## src/design/assert_macros.svh

```systemverilog
// Assertion macros shared by the RTL of the 3x3 gray morphology stream.
// Needs nothing else; files that assert include it by its bare name.
`ifndef ASSERT_MACROS_SVH
`define ASSERT_MACROS_SVH

`ifndef SYNTHESIS

`define GM3_ASSERT_IMP(label, ck, rn, ante, cons) \
  label: assert property (@(posedge ck) disable iff (!rn) (ante) |-> (cons)) \
    else $error("assertion failed");

`define GM3_ASSERT_NEXT(label, ck, rn, ante, cons) \
  label: assert property (@(posedge ck) disable iff (!rn) (ante) |=> (cons)) \
    else $error("assertion failed");

`else

`define GM3_ASSERT_IMP(label, ck, rn, ante, cons)

`define GM3_ASSERT_NEXT(label, ck, rn, ante, cons)

`endif

`endif

```

## src/design/gm3_pkg.sv

```systemverilog
// Package of the 3x3 gray morphology stream: constants, codes and types.
// Has no dependencies; the interfaces, gm3_window, gm3_out_fifo and the top level use it.
`timescale 1ns / 1ps
`default_nettype none

package gm3_pkg;

  localparam int DEF_MAX_COLS   = 1024;
  localparam int DEF_PIXEL_BITS = 8;
  localparam int MAX_ROWS       = 4096;

  localparam int IO_PIX_W   = 8;
  localparam int COLS_REG_W = 11;
  localparam int ROW_W      = 13;
  localparam int CFG_IDX_W  = 2;
  localparam int CFG_DATA_W = 13;
  localparam int OUT_DEPTH  = 4;

  localparam int RST_COLS = 640;
  localparam int RST_ROWS = 480;

  localparam logic [CFG_IDX_W-1:0] CFG_MORPH_MODE = 2'd0;
  localparam logic [CFG_IDX_W-1:0] CFG_IMAGE_COLS = 2'd1;
  localparam logic [CFG_IDX_W-1:0] CFG_IMAGE_ROWS = 2'd2;

  localparam logic FUNC_DRAIN = 1'b1;
  localparam logic MODE_ERODE = 1'b1;

  typedef struct packed {
    logic emit;
    logic interior;
    logic last;
  } gm3_tag_t;

  typedef struct packed {
    logic [IO_PIX_W-1:0] pixel_out;
    logic                frame_last;
  } gm3_result_t;

endpackage

`default_nettype wire

```

## src/design/gm3_window.sv

```systemverilog
// 3x3 window registers and the nine-way maximum or minimum behind them.
// Depends on gm3_pkg for the tag and result types.
`timescale 1ns / 1ps
`default_nettype none

module gm3_window #(
  parameter int PIXEL_BITS = gm3_pkg::DEF_PIXEL_BITS
) (
  input  logic                   clk,
  input  logic                   rst_n,
  input  logic                   clear,
  input  logic                   shift,
  input  logic [PIXEL_BITS-1:0]  col_up,
  input  logic [PIXEL_BITS-1:0]  col_lo,
  input  logic [PIXEL_BITS-1:0]  col_px,
  input  gm3_pkg::gm3_tag_t      tag_in,
  input  logic                   mode,
  output logic                   res_valid,
  output gm3_pkg::gm3_result_t   res
);
  import gm3_pkg::*;

  logic [PIXEL_BITS-1:0] win_r [3][3];
  logic                  s2_valid_r;
  gm3_tag_t              s2_tag_r;

  logic [PIXEL_BITS-1:0]          m0, m1, m2, m3, n0, n1, o0, red, sel;
  logic [PIXEL_BITS+IO_PIX_W-1:0] sel_ext;

  function automatic logic [PIXEL_BITS-1:0] pick(
    input logic [PIXEL_BITS-1:0] a,
    input logic [PIXEL_BITS-1:0] b,
    input logic                  erode
  );
    logic take_b;
    take_b = (erode == MODE_ERODE) ? (b < a) : (b > a);
    return take_b ? b : a;
  endfunction

  always_ff @(posedge clk) begin
    if (!rst_n || clear) begin
      for (int r = 0; r < 3; r++) begin
        for (int k = 0; k < 3; k++) begin
          win_r[r][k] <= '0;
        end
      end
      s2_valid_r <= 1'b0;
    end else begin
      if (shift) begin
        for (int r = 0; r < 3; r++) begin
          win_r[r][0] <= win_r[r][1];
          win_r[r][1] <= win_r[r][2];
        end
        win_r[0][2] <= col_up;
        win_r[1][2] <= col_lo;
        win_r[2][2] <= col_px;
      end
      s2_valid_r <= shift && tag_in.emit;
    end
  end

  always_ff @(posedge clk) begin
    s2_tag_r <= tag_in;
  end

  always_comb begin
    m0  = pick(win_r[0][0], win_r[0][1], mode);
    m1  = pick(win_r[0][2], win_r[1][0], mode);
    m2  = pick(win_r[1][1], win_r[1][2], mode);
    m3  = pick(win_r[2][0], win_r[2][1], mode);
    n0  = pick(m0, m1, mode);
    n1  = pick(m2, m3, mode);
    o0  = pick(n0, n1, mode);
    red = pick(o0, win_r[2][2], mode);
    sel = s2_tag_r.interior ? red : win_r[1][1];
    sel_ext = {{IO_PIX_W{1'b0}}, sel};
  end

  assign res_valid      = s2_valid_r;
  assign res.pixel_out  = sel_ext[IO_PIX_W-1:0];
  assign res.frame_last = s2_tag_r.last;
endmodule

`default_nettype wire

```

## config.mk

```make
export PLATFORM = sky130hd
export DESIGN_NAME = gm3_window
export DESIGN_NICKNAME = d
export VERILOG_FILES = /design/src/design/assert_macros.svh /design/src/design/gm3_pkg.sv /design/src/design/gm3_window.sv
export SDC_FILE = /design/constraint.sdc
export NUM_CORES = 1
export LEC_CHECK = 0
export BUFFER_PORTS_ARGS = -buffer_cell sky130_fd_sc_hd__buf_2
export CORE_ASPECT_RATIO = 2
export CORE_MARGIN = 4
export CORE_UTILIZATION = 60
export CTS_BUF_LIST = sky130_fd_sc_hd__clkbuf_2 sky130_fd_sc_hd__clkbuf_4 sky130_fd_sc_hd__clkbuf_8
export DETAILED_ROUTE_END_ITERATION = 7
export GPL_TIMING_DRIVEN = 0
export PLACE_DENSITY = 0.88
export REMOVE_ABC_BUFFERS = 1
export SLEW_MARGIN = 20
export SYNTH_ARGS = -nofsm -noshare
export SYNTH_HDL_FRONTEND = slang
export SYNTH_SLANG_ARGS = --single-unit
```

## constraint.sdc

```tcl
create_clock -name clk -period 11.54 [get_ports clk]
set_clock_uncertainty 0.05 [all_clocks]
set_input_delay 1.154 -clock clk [delete_from_list [all_inputs] [get_ports clk]]
set_output_delay 1.154 -clock clk [all_outputs]
set_load 0.01 [all_outputs]
```

Word-level counts from Yosys, hierarchy flattened
Memories as Yosys holds them, arrays and structs flattened. Index checks and enable logic that the tools add are counted.

RAM bits: 72. Memories: 1. Word-level logic and storage cells: 63. Bits in registers: 3. Output and inout port bits: 10. Input bits: 32.

Reductions and logical operators: 3. $lt $le $gt $ge: 16. Multiplexer cells: 31. Bitwise gates (word level): 9.

Memory list: win_r (depth 3, bits a word 24, read ports 3, clocked after Yosys merged registers in 0, wr ports 3, line gm3_window.sv:23) `logic [PIXEL_BITS-1:0] win_r [3][3];`.

Operator list (count): 2-to-1 mux 8 bit (18); greater-than comparator 8 bit (8); less-than comparator 8 bit (8); 2-to-1 mux 1 bit (13); bitwise OR 1 bit (9); logical AND 1 bit (1); logical NOT 1 bit (1); logical OR 1 bit (1).

Logic depth before layout (Yosys ltp)
An unclocked memory read counts as a cell.

Depth after elaboration: 14. Mapped depth: 42. Gate-level depth less buffers: 40.

Least setup slack after synthesis
OpenSTA, ideal clock, no wires.

Path kind: input port to output port. Start: in mode. End: out res[1] (netlist name). Stages on the path: 35. Arrival time: 7.657 ns. Setup slack: 2.679 ns. Path buffers: 3. Cell sequence: buf_4 > clkinv_1 > o21ai_0 > mux2_1 > clkbuf_1 > mux2i_1 > inv_1 > ha_1 > nor2b_1 > o21ai_1 > nand2b_1 > a21oi_1 > o21ai_1 > a31oi_1 > mux2i_1 > mux2i_1 > ha_1 > nor2b_1 > o21ai_0 > nand2b_1 > a21oi_1 > o21ai_1 > mux2i_4 > clkbuf_1 > nor2_1 > mux2i_1 > and2_1 > ha_1 > a21o_1 > a21o_1 > a21oi_1 > o21ai_0 > mux2i_1 > nor2_1 > a31oi_1.

RTL lines: from (decl) (line gm3_window.sv:17) `input logic mode,`; to (decl) (line gm3_window.sv:19) `output gm3_pkg::gm3_result_t res`.

==> reports/metrics.yaml <==
setup_path:
  r2r-start: "win_r[0][1]"
  path_common_cell: "a21oi_1"
  path_class: "in2out"
  endpoint_kind: "output pin"
  crit_path_end: "res[7]"
  crit_buf_inv: 3
  crit_start: "mode"
  cp_data_required_time_ps: 10340
  r2r_end: "win_r[0][9]"
  r2r_cells: 1
  critPathMaxStageDelay_ps: 840
  slowest_stage: "mux2i_2"
  r2r_setup_slack_ps: 10550
  arrival_ps: 9610
  crit_family: "multiplexers"
  critPathLaunchType: "input pin"
  cp_max_fo: 23
  crit_cells: 33
pwr:
  finalPower_uw: 831.2
  powerDensity_nw_per_um2: 139.6
  ir_drop_mv: 0.1099
  p_leak_nw: 2.759
clock_tree:
  cts_hold_buf: 0
  root_buffer: "clkbuf_8"
  clock_latency_ps: 360
  h-tree-depth: 3
  clk_pin_slew_worst_paths_ps: 70
  cts_tree: "yes"
  clockBufferDepth: 2
  cts_buffers: 9
  cts_setup_buffers: 0
  numClockSinks: 75
yosys:
  synth_seq_area_share: 0.4087
  synthCells: 530
  postSynth.asyncResetShare: 0
  synth_top_area_frac: 0.3977
  yosys.area.top_type: "edfxtp_1"
  ys_types: 44
  synth_edf_count: 72
  ys_top_cells_by_count: "80 x and2_1, 72 x edfxtp_1, 63 x ha_1"
  ys_seq_elements: 75
  synth.most_common_cell: "and2_1"
  ys_warn_count: 0
  synth_area_um2: 5436
  ys.flop_type: "edfxtp_1"
  syn_avg_cell_area_um2: 10.26
  synth.area.top_cells: "edfxtp_1 40%, ha_1 14%, and2_1 9.2%"
route:
  vias_per_cell: 5.961
  drc_errors: 0
  ant_nets: 0
  firstDrtPassIters: 5
  detail_route.wirelength_mm: 11.87
  first_iter_violations: 202
  vias: 4000
  avgRoutedWirePerCell_um: 17.70
timing:
  slew_viol_final: 0
  setup_tns_ps: 0
  rsz0062_at_grt: "false"
  setup_viol_count_final: 0
  tightest_slew_ps: 887.3
  max_slew_margin: 0.4085
  fin_crit_ps: 10810
  min_period_over_period: 0.9370
  finalHoldViolCount: 0
  fmax_mhz: 92.49
  timing.hold.ws_ps: 544.8
cells_and_area:
  syn_to_final_growth_pct: 9.482
  drive_above_1_share: 0.1349
  nets: 661
  fillers: 666
  fin_area_um2: 5952
  diodes: 0
global_routing:
  grt_pass1_vias: 4124
  grt_pass1_wl_mm: 19.06
  grt_use_total: 0.2376
  grt_max_degree: 44
  gr-total-overflow: 0
  antenna_found_initial: 0
floorplan:
  io_pins: 42
  initial_utilization: 0.6200
  die_w_um: 75.31
  die_h_um: 142.6
  fp-row-count: 48
  core_area_um2: 8768
  die-area_um2: 10740
place:
  port_buffers: 41
  hpwl_mm: 9.370
  gp_congestion: 0.9461
  dpl_cell_area_um2: 5741
run:
  cap_violations: 0
hold_path:
  whs_path_depth: 1
  hold_class: "reg2reg"
outcome:
  status: "finished clean"
[cells in the final DEF (no fill, tap or decap), types with 2 or more instances in the layout]
cell      Yosys  routed
inv_6         0       3
and2_1       80      80
dfxtp_1       3       3
o21ai_1      16      16
mux2_1        2       2
nor2b_1       7       7
inv_1        51      51
a21oi_1      27      27
nand3_1       3       3
o21ai_0      17      17
o21a_1        2       2
a31oi_1       9       9
a21o_1       10      10
mux2i_2       0       2
nand4_1      13      13
clkinv_1      2       2
nand2_1      25      25
buf_2         2      41
mux2i_4       4       4
nand3b_1      7       7
a211oi_1      2       2
mux2i_1      41      39
ha_1         63      63
and4_1        2       2
edfxtp_1     72      72
clkbuf_8      0       9
mux2_4        2       2
nor2_1       31      31
nand2b_1      6       6
[per-layer routing]
layer,GRT usage,part of all wire,wire (um)
met1,0.2451,0.37,4373
met2,0.4086,0.52,6136
met3,0.03805,0.030,356
met4,0.1816,0.085,1008
met5,0,0,0
[where the power goes]
| group | internal [mW] | switching (mW) |
|---|---|---|
| clock | 0.103 | 0.110 |
| combinational | 0.130 | 0.164 |
| sequential | 0.311 | 0.0124 |
[registers in the layout, indices dropped and copies added (netlist names)]
name / cells
res_valid: 1
s2_tag_r: 1
win_r: 72
res: 1
[through the flow]
step / cells / setup slack, ps / utilization
5_1_grt: 671 / 143.7 / 0.6788
4_1_cts: 671 / 452.2 / 0.6779
3_5_place_dp: 655 / 517.2 / 0.6547
2_1_floorplan: 512 / 2603 / -
6_report: 671 / 727.5 / 0.6788
3_3_place_gp: 653 / 694.8 / 0.6488
[layout make-up]
| class | instances | area [um^2] | area share |
|---|---|---|---|
| inverter | 53 | 198.9 | 0.03342 |
| tap | 100 | 125.1 | 0.02102 |
| clock inverter | 7 | 80.08 | 0.01345 |
| sequential | 75 | 2222 | 0.3733 |
| clock buffer | 9 | 123.9 | 0.02081 |
| multi-input combinational | 384 | 2949 | 0.4955 |
| timing repair buffer | 43 | 252.7 | 0.04246 |
[worst min-delay path by stage]
stage	from	endpoint	slack (ps)
after floorplan	win_r[0][48]	win_r[0][56]	470
after global placement	win_r[0][48]	win_r[0][56]	520
after detailed placement	win_r[0][48]	win_r[0][56]	520
after CTS	win_r[0][24]	win_r[0][32]	550
after global routing	win_r[0][56]	win_r[0][64]	570
final	win_r[0][48]	win_r[0][56]	540
[repair_timing]
action	4_1_cts	5_1_grt
hold endpoints to repair	0	0
gates resized for setup	0	1
setup endpoints to repair	0	8
[cells by family (layout without fill, tap and decap cells)]
logic type / after synthesis / in the layout / synth area share
XOR/XNOR: 2 / 2 / 0.004604
flip-flops: 75 / 75 / 0.4087
adder cells (fa/ha/maj): 63 / 63 / 0.1450
AND/OR/NAND/NOR: 178 / 178 / 0.1825
multiplexers: 50 / 50 / 0.1038
buffers and inverters: 71 / 112 / 0.05086
AO/OA/AOI/OAI: 91 / 91 / 0.1045
Note: power is estimated with default switching activity, not from simulation.
