==> src/design/assert_macros.svh <==
// Assertion macros shared by the RTL of the 3x3 gray morphology stream.
// Needs nothing else; files that assert include it by its bare name.
`ifndef ASSERT_MACROS_SVH
`define ASSERT_MACROS_SVH

`ifndef SYNTHESIS

`define GM3_ASSERT_IMP(label, ck, rn, ante, cons) \
  label: assert property (@(posedge ck) disable iff (!rn) (ante) |-> (cons)) \
    else $error("assertion failed");

`define GM3_ASSERT_NEXT(label, ck, rn, ante, cons) \
  label: assert property (@(posedge ck) disable iff (!rn) (ante) |=> (cons)) \
    else $error("assertion failed");

`else

`define GM3_ASSERT_IMP(label, ck, rn, ante, cons)

`define GM3_ASSERT_NEXT(label, ck, rn, ante, cons)

`endif

`endif

==> src/design/gm3_pkg.sv <==
// Package of the 3x3 gray morphology stream: constants, codes and types.
// Has no dependencies; the interfaces, gm3_window, gm3_out_fifo and the top level use it.
`timescale 1ns / 1ps
`default_nettype none

package gm3_pkg;

  localparam int DEF_MAX_COLS   = 1024;
  localparam int DEF_PIXEL_BITS = 8;
  localparam int MAX_ROWS       = 4096;

  localparam int IO_PIX_W   = 8;
  localparam int COLS_REG_W = 11;
  localparam int ROW_W      = 13;
  localparam int CFG_IDX_W  = 2;
  localparam int CFG_DATA_W = 13;
  localparam int OUT_DEPTH  = 4;

  localparam int RST_COLS = 640;
  localparam int RST_ROWS = 480;

  localparam logic [CFG_IDX_W-1:0] CFG_MORPH_MODE = 2'd0;
  localparam logic [CFG_IDX_W-1:0] CFG_IMAGE_COLS = 2'd1;
  localparam logic [CFG_IDX_W-1:0] CFG_IMAGE_ROWS = 2'd2;

  localparam logic FUNC_DRAIN = 1'b1;
  localparam logic MODE_ERODE = 1'b1;

  typedef struct packed {
    logic emit;
    logic interior;
    logic last;
  } gm3_tag_t;

  typedef struct packed {
    logic [IO_PIX_W-1:0] pixel_out;
    logic                frame_last;
  } gm3_result_t;

endpackage

`default_nettype wire

==> src/design/gm3_out_if.sv <==
// Result channel of the 3x3 gray morphology stream: valid, ready and payload.
// Depends on gm3_pkg for the pixel width.
`timescale 1ns / 1ps
`default_nettype none

interface gm3_out_if;
  import gm3_pkg::*;

  logic                valid;
  logic                ready;
  logic [IO_PIX_W-1:0] pixel_out;
  logic                frame_last;

  modport source (output valid, output pixel_out, output frame_last, input ready);
  modport sink (input valid, input pixel_out, input frame_last, output ready);
endinterface

`default_nettype wire

==> src/design/gm3_out_fifo.sv <==
// Small result queue that drives the output channel of the morphology stream.
// Depends on gm3_pkg and the gm3_out_if interface.
`timescale 1ns / 1ps
`default_nettype none

module gm3_out_fifo #(
  parameter int DEPTH = gm3_pkg::OUT_DEPTH
) (
  input  logic                       clk,
  input  logic                       rst_n,
  input  logic                       push,
  input  gm3_pkg::gm3_result_t       push_data,
  gm3_out_if.source                  out_chan,
  output logic [$clog2(DEPTH+1)-1:0] count
);
  import gm3_pkg::*;

  localparam int AW = (DEPTH > 1) ? $clog2(DEPTH) : 1;
  localparam int CW = $clog2(DEPTH+1);

  gm3_result_t   mem_r [DEPTH];
  logic [AW-1:0] wr_ptr_r, rd_ptr_r;
  logic [CW-1:0] count_r;
  logic          pop;

  assign pop = out_chan.valid && out_chan.ready;

  always_ff @(posedge clk) begin
    if (push) begin
      mem_r[wr_ptr_r] <= push_data;
    end
  end

  always_ff @(posedge clk) begin
    if (!rst_n) begin
      wr_ptr_r <= '0;
      rd_ptr_r <= '0;
      count_r  <= '0;
    end else begin
      if (push) begin
        wr_ptr_r <= (wr_ptr_r == AW'(DEPTH-1)) ? '0 : wr_ptr_r + 1'b1;
      end
      if (pop) begin
        rd_ptr_r <= (rd_ptr_r == AW'(DEPTH-1)) ? '0 : rd_ptr_r + 1'b1;
      end
      count_r <= count_r + CW'(push) - CW'(pop);
    end
  end

  assign out_chan.valid      = (count_r != '0);
  assign out_chan.pixel_out  = mem_r[rd_ptr_r].pixel_out;
  assign out_chan.frame_last = mem_r[rd_ptr_r].frame_last;
  assign count               = count_r;
endmodule

`default_nettype wire

==> src/flat_wrapper.sv <==
// flat-port wrapper written by rule: the top's interface ports become plain ports
module gm3_out_fifo_flat import gm3_pkg::*;
#(
  parameter int DEPTH = gm3_pkg::OUT_DEPTH
)
  (clk, rst_n, push, push_data, count, out_chan_valid, out_chan_pixel_out, out_chan_frame_last, out_chan_ready);
  gm3_out_if out_chan_i ();
  input  logic clk;
  input  logic rst_n;
  input  logic push;
  input  gm3_pkg::gm3_result_t push_data;
  output logic [$clog2(DEPTH+1)-1:0] count;
  output wire logic [$bits(out_chan_i.valid)-1:0] out_chan_valid;
  output wire logic [$bits(out_chan_i.pixel_out)-1:0] out_chan_pixel_out;
  output wire logic [$bits(out_chan_i.frame_last)-1:0] out_chan_frame_last;
  input wire logic [$bits(out_chan_i.ready)-1:0] out_chan_ready;
  assign out_chan_valid = out_chan_i.valid;
  assign out_chan_pixel_out = out_chan_i.pixel_out;
  assign out_chan_frame_last = out_chan_i.frame_last;
  assign out_chan_i.ready = out_chan_ready;
  gm3_out_fifo #(.DEPTH(DEPTH)) u_core (.clk(clk), .rst_n(rst_n), .push(push), .push_data(push_data), .out_chan(out_chan_i), .count(count));
endmodule
==> config.mk <==
export PLATFORM = sky130hd
export DESIGN_NAME = gm3_out_fifo_flat
export DESIGN_NICKNAME = d
export VERILOG_FILES = /design/src/design/assert_macros.svh /design/src/design/gm3_pkg.sv /design/src/design/gm3_out_if.sv /design/src/design/gm3_out_fifo.sv /design/src/flat_wrapper.sv
export SDC_FILE = /design/constraint.sdc
export NUM_CORES = 1
export LEC_CHECK = 0
export ABC_AREA = 1
export BUFFER_PORTS_ARGS = -buffer_cell sky130_fd_sc_hd__buf_2
export CAP_MARGIN = 5
export CORE_ASPECT_RATIO = 0.8
export CORE_MARGIN = 1
export CORE_UTILIZATION = 39
export DETAILED_ROUTE_END_ITERATION = 8
export SYNTH_ARGS = -nofsm -noshare
export SYNTH_HDL_FRONTEND = slang
export SYNTH_SLANG_ARGS = --single-unit
==> constraint.sdc <==
create_clock -name clk -period 1.57 [get_ports clk]
set_input_delay 0.157 -clock clk [delete_from_list [all_inputs] [get_ports clk]]
set_output_delay 0.157 -clock clk [all_outputs]
set_load 0.1 [all_outputs]
After elaboration in Yosys (flattened, before gate mapping)
Memory sizes are Yosys's and may differ from the RTL's. A register that Yosys moved wholly into a read port is not among the register bits.
Index checks and enable logic that the tools add are counted.

cells by class
  add/sub/neg operators = 4
  eq/ne operators = 2
  multiplexer cells = 6
  reductions and logical operators = 2

operators by type and width
  kind                   number
  $mux W2                4
  $add A2 B1 Y2 const B  2
  $eq A2 B2 Y1 const B   2
  $add A3 B1 Y3          1
  $reduce_bool A3 Y1     1
  $sub A3 B1 Y3          1
  $mux W1                2
  $logic_and A1 B1 Y1    1

storage, ports and cells
  register bits after elaboration = 7
  RAM bits = 36
  input port bits = 13
  logic and storage cells = 18
  memories kept = 1

memories
  memory        words  width  rd ports  clocked after Yosys merged registers in  write ports  RTL line            RTL
  u_core.mem_r  4      9      1         1                                        1            gm3_out_fifo.sv:21  gm3_result_t mem_r [DEPTH];

Logic depth before layout (Yosys ltp)
Gate-level depths: netlist of the first run.

  depth in word-level cells = 4
  mapped depth = 10
  mapped depth without buffers = 10

Worst setup path before layout of the first run
OpenSTA, ideal clock, no wires.

  path kind = flip-flop to flip-flop
  from = reg u_core.count_r[1], in the netlist u_core.count[1]
  to = reg u_core.count_r[2], in the netlist u_core.count[2]
  setup time = 0.115 ns
  data arrival time = 2.345 ns
  required time = 1.455 ns
  setup slack = -0.890 ns
  stages on the path, launching flop included = 10
  path buffers = 0
  period minus slack after synthesis = 2.460 ns
  cells stage by stage = dfxtp_1 nor2_1 a21boi_0 ha_1 inv_1 ha_1 inv_1 fa_1 a21oi_1 nor2_1

between the ends
  longest elaborated chain between the ends = 3
  elaborated cells on any way between the ends = 4
  classes of those cells = 2 x add/sub; 2 x reduce/logical

RTL lines
  what                                                   RTL line            RTL
  start: declaration                                     gm3_out_fifo.sv:23  logic [CW-1:0] count_r;
  start signal: assignment                               gm3_out_fifo.sv:46  count_r <= count_r + CW'(push) - CW'(pop);
  branches (longest 2 deep; another with $add A3 B1 Y3)  --
  $sub A3 B1 Y3 *                                        gm3_out_fifo.sv:46

Every way passes the cells marked *.
A chain may end at the register's enable or synchronous reset.

Final worst setup path of the first run
  from = reg u_core.count_r[1], in the netlist u_core.count[1]
  to = reg u_core.count_r[1], in the netlist u_core.count[1]

Same word-level chain as after synthesis.

==> metrics.md, run 1 <==
| Metric | Value |
|---|---|
| Clock skew | 0.008778 ns |
| Clock slew at reported path FFs | 0.09 ns |
| Number of CTS-inserted buffers | 5 |
| Unrepaired setup endpoints after global routing | true |
| Slew HR | 0.6784 |
| Most frequent cells in the layout | edfxtp_1 (36), buf_2 (16), inv_1 (13) |
| Synthesized area per cell | 12.43 um2 |
| Post-DP HPWL | 2447 um |
| Tcrit/Tclk final | 1.090 |
| Commonest non-fill, non-tap cell in the layout | edfxtp_1 |
| P&R area growth vs syn | 44.38% |
| Hold slack final | 0.07130 ns |
| Pin count of the biggest net entering global routing | 20 |
| Core area | 4335 um2 |
| Port bufs | 25 |
| GRT Residual Overflow | 0 |
| Starting DRC count in detailed routing | 62 |
| CTS Buffer Depth | 2 |
| Die height | 63.22 um |
| Drt first pass iters | 6 |
| Area after DPL | 2316 um2 |
| Post-synth cell types | 22 |
| Syn Inst Count | 147 |
| Initial Util | 0.4214 |
| Mapped Nets | 168 |
| Mapped cell area | 1827 um2 |
| Max cap viols | 0 |
| Wire length per cell after detailed routing | 15.66 um |
| All-Layer GR Usage | 0.1618 |
| Setup WS post-layout | -0.1418 ns |
| CTS tree | done |
| H-Tree Depth | 2 |
| Number of diodes | 0 |
| Die ar. | 4963 um2 |
| Critical Path Max Stage Delay | 0.52 ns |
| HP Class | in2reg |
| Io pins | 26 |
| Initial antenna violation count | 0 |
| Min Tclk post-route | 1.712 ns |
| Rows | 21 |
| Crit path kind | reg2reg |
| WHS Endpoint | u_core.mem_r[1][7]$_DFFE_PP_ |
| CP Launch Type | flip-flop |
| CP Depth | 8 |
| Slew at the pin closest to its max-slew limit | 0.4858 ns |
| Die W | 78.52 um |
| GP Congestion | 0.7249 |
| First-pass GRT wire length | 5947 um |
| Sequential area share after synthesis | 0.6904 |
| Reg2Reg Depth | 8 |
| Final setup viols | 2 |
| Number of synthesized flops with an enable pin | 36 |
| CTS Root Cell | clkbuf_8 |
| Seq cells post-synth | 45 |
| Residual DRC | 0 |
| Post-Route WL | 3820 um |
| Top FF cell, synth | edfxtp_1 |
| Vias in the first global route | 1,230 |
| Largest delay share family, worst path | adder cells |
| Nets | 207 |
| CP max-delay cell | fa_2 |
| RR Startpoint | u_core.count[1]$_SDFF_PN0_ |
| Vias per inst | 4.918 |
| Dpl ws | -0.1515 ns |
| Status | finished, violations left |
| Yosys synthesis warning count | 0 |
| Routed Antenna Nets | 0 |
| Via count | 1,200 |
| Beginning of the worst hold path | push_data[7] |
| Final hold violation count | 0 |
| Highest net fanout along the worst path | 2 |
| Critical path arrival | 1.91 ns |
| Final instance area | 2638 um2 |
| Critical Path Sink Type | flip-flop |
| Final Max Slew Viols | 0 |
| Reg2Reg Setup Slack | -0.14 ns |
| Post-CTS Hold Buffers | 0 |
| Layout cells sized above 1 | 0.4866 |
| CP Buf/Inv Count | 2 |
| Max Clock Freq | 0.5842 GHz |
| Reg-to-reg endpoint | u_core.count[1]$_SDFF_PN0_ |
| WP data required | 1.76 ns |
| Crit path cell chain | nor2_4 -> a21boi_2 -> ha_1 -> inv_1 -> ha_1 -> inv_1 -> fa_2 -> nor2_1 |
| Worst skew pair latency | 0.30 ns |
| Min-Delay Path Depth | 1 |
| Failing checks | negative setup slack |
| Clk sinks | 45 |
| Async set or reset register ratio after synthesis | 0 |
-- per-layer routing --
layer / track usage / vias to the layer above / part of all wire / routed length, um
met1: 0.2013 / 588 / 0.43 / 1652
met3: 0.03623 / 8 / 0.032 / 121
met5: 0 / - / 0 / 0
met2: 0.2728 / 17 / 0.52 / 1995
met4: 0.06250 / 0 / 0.013 / 51
li1: - / 587 / - / -
-- final cells by class --
| type | instances | area [um2] |
|---|---|---|
| Multi-Input combinational cell | 81 | 721.9 |
| Inverter | 17 | 92.59 |
| Clock buffer | 5 | 68.82 |
| Sequential cell | 45 | 1280 |
| Timing Repair Buffer | 36 | 380.4 |
| Tap cell | 57 | 71.32 |
| Clock inverter | 3 | 22.52 |
| Fill cell | 340 | 1698 |
-- cell usage after synthesis, drive strengths merged, types with 3 or more instances --
library cell | instances | area (um2)
a21oi | 4 | 20.02
buf | 4 | 42.53
dfxtp | 9 | 180.2
edfxtp | 36 | 1081
ha | 7 | 87.58
inv | 17 | 71.31
nand2 | 11 | 43.80
nand3 | 3 | 15.01
nor2 | 25 | 93.84
o21ai | 18 | 93.84
o22ai | 9 | 56.30
-- flip-flops by register name, indices dropped and copies added, names as in the netlist, named ones only --
| register | count |
|---|---|
| u_core.count | 3 |
| u_core.mem_r | 36 |
| u_core.rd_ptr_r | 2 |
| u_core.wr_ptr_r | 2 |
-- how the worst max path moves through the flow --
stage	startpoint	to	slack, ns
final	u_core.count[1]$_SDFF_PN0_	u_core.count[1]$_SDFF_PN0_	-0.14
after global routing	u_core.count[1]$_SDFF_PN0_	u_core.count[2]$_SDFF_PN0_	-0.22
after CTS	u_core.count[2]$_SDFF_PN0_	u_core.count[1]$_SDFF_PN0_	-0.12
after detailed placement	u_core.count[0]$_SDFF_PN0_	u_core.count[2]$_SDFF_PN0_	-0.15
after global placement	u_core.count[2]$_SDFF_PN0_	u_core.count[2]$_SDFF_PN0_	-0.05
after floorplan	u_core.count[0]$_SDFF_PN0_	u_core.count[2]$_SDFF_PN0_	-0.26
-- per-stage QoR --
stage / std cells / util / setup TNS (ns)
after floorplan: 147 / - / -0.4937
after global placement: 231 / 0.5342 / -0.07394
after detailed placement: 231 / 0.5342 / -0.2620
after CTS: 239 / 0.5570 / -0.2076
after global routing: 244 / 0.6084 / -0.5520
final: 244 / 0.6084 / -0.2581
-- timing repair --
item / CTS / global route
pin swaps: 0 / 3
endpoints found under the setup margin: 11 / 11
resized for setup: 13 / 50
buffers inserted: 0 / 4
cloned: 0 / 1
-- logic make-up after synthesis --
logic type      synth area share
compound gates           0.09726
xor+xnor                0.004795
fa+ha+maj                0.05890
buf+inv                  0.06232
flops                     0.6904
simple gates             0.08630
Power of run 1 is left out: the tool's default activity adds up to more than one toggle a clock period on the data nets, which glitch-free logic cannot reach.
==> inputs of run 2 (changes only) <==
--- a/config.mk
+++ b/config.mk
@@ -5,7 +5,7 @@
 export SDC_FILE = /design/constraint.sdc
 export NUM_CORES = 1
 export LEC_CHECK = 0
-export ABC_AREA = 1
+export ABC_AREA = 0
 export BUFFER_PORTS_ARGS = -buffer_cell sky130_fd_sc_hd__buf_2
 export CAP_MARGIN = 5
 export CORE_ASPECT_RATIO = 0.8
==> metrics.md, run 2 <==
| Metric | Value |
|---|---|
| Max Clock Freq | 0.5430 GHz (was 0.5842 GHz) |
| Post-synth cell types | 18 (was 22) |
| Seq cells post-synth | 45 (unchanged) |
| Status | finished, violations left (unchanged) |
| Final setup TNS | -1.287 ns (was -0.2581 ns) |
| Max cap viols | 0 (unchanged) |
| Number of diodes | 0 (unchanged) |
| Biggest register | u_core.mem_r (unchanged) |
| Sw frac | 0.3979 |
| Most frequent cells in the layout | edfxtp_1 (36), buf_2 (15), mux4_2 (9), buf_4 (9), buf_6 (8) (was edfxtp_1 (36), buf_2 (16), inv_1 (13)) |
| Initial antenna violation count | 0 (unchanged) |
| Pwr Total | 4.199 mW |
| Clock slew at reported path FFs | 0.08 ns (was 0.09 ns) |
| Wire length per cell after detailed routing | 14.55 um (was 15.66 um) |
| Switching power | 1.671 mW |
| Initial Util | 0.4148 (was 0.4214) |
| Core area | 4257 um2 (was 4335 um2) |
| Highest net fanout along the worst path | 2 (unchanged) |
| First-pass GRT wire length | 4512 um (was 5947 um) |
| Number of CTS-inserted buffers | 5 (unchanged) |
| Synthesized area per cell | 19.62 um2 (was 12.43 um2) |
| Reg power frac | 0.350 |
| Worst skew pair latency | 0.29 ns (was 0.30 ns) |
| Unrepaired setup endpoints after global routing | true (unchanged) |
| GP Congestion | 0.7379 (was 0.7249) |
| Pin count of the biggest net entering global routing | 15 (was 20) |
| Final Max Slew Viols | 0 (unchanged) |
| Layout cells sized above 1 | 0.4470 (was 0.4866) |
| Slew at the pin closest to its max-slew limit | 0.4871 ns (was 0.4858 ns) |
| Final hold violation count | 0 (unchanged) |
| Critical Path Sink Type | flip-flop (unchanged) |
| Top-count cell post-synth | edfxtp_1 (unchanged) |
| Post-DP HPWL | 1895 um (was 2447 um) |
| Starting DRC count in detailed routing | 32 (was 62) |
| Via count | 892 (was 1,200) |
| Reg2Reg Depth | 8 (unchanged) |
| CTS tree | done (unchanged) |
| Commonest non-fill, non-tap cell in the layout | edfxtp_1 (unchanged) |
| H-Tree Depth | 2 (unchanged) |
| Drt first pass iters | 4 (was 6) |
| Residual DRC | 0 (unchanged) |
| Mapped Nets | 111 (was 168) |
| Final setup viols | 11 (was 2) |
| Min Tclk post-route | 1.842 ns (was 1.712 ns) |
| CTS Buffer Depth | 2 (unchanged) |
| HP Class | in2reg (unchanged) |
| Clk sinks | 45 (unchanged) |
| Port bufs | 25 (unchanged) |
| Synth area leaders | edfxtp_1 (61%), mux4_2 (11%), dfxtp_1 (10%), ha_1 (5.0%), and2_1 (1.8%) (was edfxtp_1 (59%), dfxtp_1 (9.9%), nor2_1 (5.1%), ha_1 (4.8%), o21ai_0 (4.4%)) |
| Tcrit/Tclk final | 1.173 (was 1.090) |
| Vias per inst | 4.720 (was 4.918) |
| Min-Delay Path Depth | 1 (unchanged) |
| Nets | 152 (was 207) |
| Part of the power in the clock network | 0.203 |
| Top post-synthesis cells by count | edfxtp_1 (36), dfxtp_1 (9), mux4_2 (9) (was edfxtp_1 (36), nor2_1 (25), o21ai_0 (16)) |
| Syn Inst Count | 90 (was 147) |
| Pwr dens | 1857 nW/um2 |
| CTS Root Cell | clkbuf_8 (unchanged) |
| Async set or reset register ratio after synthesis | 0 (unchanged) |
| P&R area growth vs syn | 28.07% (was 44.38%) |
| Rows | 21 (unchanged) |
| Routed Antenna Nets | 0 (unchanged) |
| Number of synthesized flops with an enable pin | 36 (unchanged) |
| Comb pwr share | 0.447 |
| Post-Route WL | 2750 um (was 3820 um) |
| Mapped cell area | 1765 um2 (was 1827 um2) |
| Critical path arrival | 2.06 ns (was 1.91 ns) |
| Peak supply drop | 0.8160 mV |
| Sequential area share after synthesis | 0.7144 (was 0.6904) |
| Pleak | 0.8488 nW |
| Failing checks | negative setup slack (unchanged) |
| Yosys top cell area share | 0.6123 (was 0.5918) |
| GRT Residual Overflow | 0 (unchanged) |
| Io pins | 26 (unchanged) |
| Biggest area consumer among synthesized cells | edfxtp_1 (unchanged) |
| Pint | 2.528 mW |
| Slew HR | 0.6775 (was 0.6784) |
| Vias in the first global route | 959 (was 1,230) |
| Max reg flops | 36 (unchanged) |
| CP Launch Type | flip-flop (unchanged) |
| Setup WS post-layout | -0.2718 ns (was -0.1418 ns) |
| Clock skew | 0.003759 ns (was 0.008778 ns) |
| Die ar. | 4802 um2 (was 4963 um2) |
| Crit path kind | reg2reg (unchanged) |
| Die W | 77.22 um (was 78.52 um) |
| Die height | 62.18 um (was 63.22 um) |
| Yosys synthesis warning count | 0 (unchanged) |
| Post-CTS Hold Buffers | 0 (unchanged) |
| Top FF cell, synth | edfxtp_1 (unchanged) |
| All-Layer GR Usage | 0.1323 (was 0.1618) |
| WP data required | 1.79 ns (was 1.76 ns) |
## run 2: cell count changes after synthesis, moves of 3 or more
cell     previous run  this run
nor2_1             25         0
nand3_1             3         0
mux4_2              0         9
a21oi_1             4         0
nor2b_1             0         4
inv_1              15         5
nand2_1            10         3
o22ai_1             9         0
and2_1              0         5
o21ai_0            16         0
mux2i_1             0         3
## run 2: power by group through the flow
stage | combinational, mW | clock, mW | sequential, mW
6_report | 1.88 | 0.852 | 1.47
5_1_grt | 1.97 | 0.927 | 1.48
4_1_cts | 1.88 | 0.873 | 1.47
3_5_place_dp | 1.78 | 0 | 1.50
3_3_place_gp | 1.75 | 0 | 1.49
2_1_floorplan | 1.15 | 0 | 1.70
## run 2: through the flow
stage | worst slack (ns) | std cells | hold slack (ns) | util | area, um2
2_1_floorplan | -0.4012 | 90 | 0.2559 | - | 1779
5_1_grt | -0.3591 | 189 | 0.05642 | 0.5312 | 2261
3_3_place_gp | -0.2224 | 181 | 0.3669 | 0.4932 | 2100
4_1_cts | -0.3055 | 189 | 0.05998 | 0.5303 | 2257
6_report | -0.2718 | 189 | 0.07600 | 0.5312 | 2261
3_5_place_dp | -0.2869 | 181 | 0.3738 | 0.4932 | 2100
## run 2: cell families (layout without fill, tap and decap cells)
group | count (synthesis) | after routing | share of synthesized area
DFF | 45 | 45 | 0.7144
and+or+nand+nor | 15 | 15 | 0.05103
muxes | 12 | 12 | 0.1318
adders and majority gates | 8 | 8 | 0.06095
buffers and inverters | 7 | 49 | 0.01984
AOI/OAI and AO/OA | 2 | 2 | 0.009216
xor gates and xnor gates | 1 | 1 | 0.01276
## run 2: repair_timing
action	4_1_cts	5_1_grt
gates resized for setup	16	2
pin swaps	0	2
setup endpoints to repair	12	12
buffers inserted	0	0
hold endpoints to repair	0	0
## run 2: critical path: stages, from the launching register on
cell and delay [ns]:
dfxtp_4 0.34, o31a_1 0.31, ha_1 0.27, inv_1 0.06, ha_1 0.14, inv_2 0.04
fa_2 0.33, xnor3_1 0.18, nor2b_1 0.11
## run 2: worst paths after layout
kind                                        start                      endpoint  slack, ns
hold reg to reg   u_core.rd_ptr_r[1]$_SDFFE_PN0N_                     flip-flop       0.50
hold / removal                       push_data[1]  u_core.mem_r[3][1]$_DFFE_PP_       0.08
setup / recovery       u_core.count[2]$_SDFF_PN0_    u_core.count[2]$_SDFF_PN0_      -0.27
setup reg to reg       u_core.count[2]$_SDFF_PN0_    u_core.count[2]$_SDFF_PN0_      -0.27
## run 2: cell type report
type	count	area, um2
Clock buffer	6	72.57
Sequential cell	45	1275
Clock inverter	2	38.79
Timing Repair Buffer	36	312.8
Multi-Input combinational cell	38	471.7
Tap cell	57	71.32
Inverter	5	18.77
Fill cell	361	1996
## run 2: per-layer routing
metal	vias to the layer above	GRT usage	wire, um	share of wire
met3	0	0.05882	125	0.045
met4	0	0.03538	0	0
met5	-	0	0	0
met1	444	0.1577	1198	0.44
met2	23	0.2179	1426	0.52
li1	425	-	-	-
(Power assumes the default switching activity.)
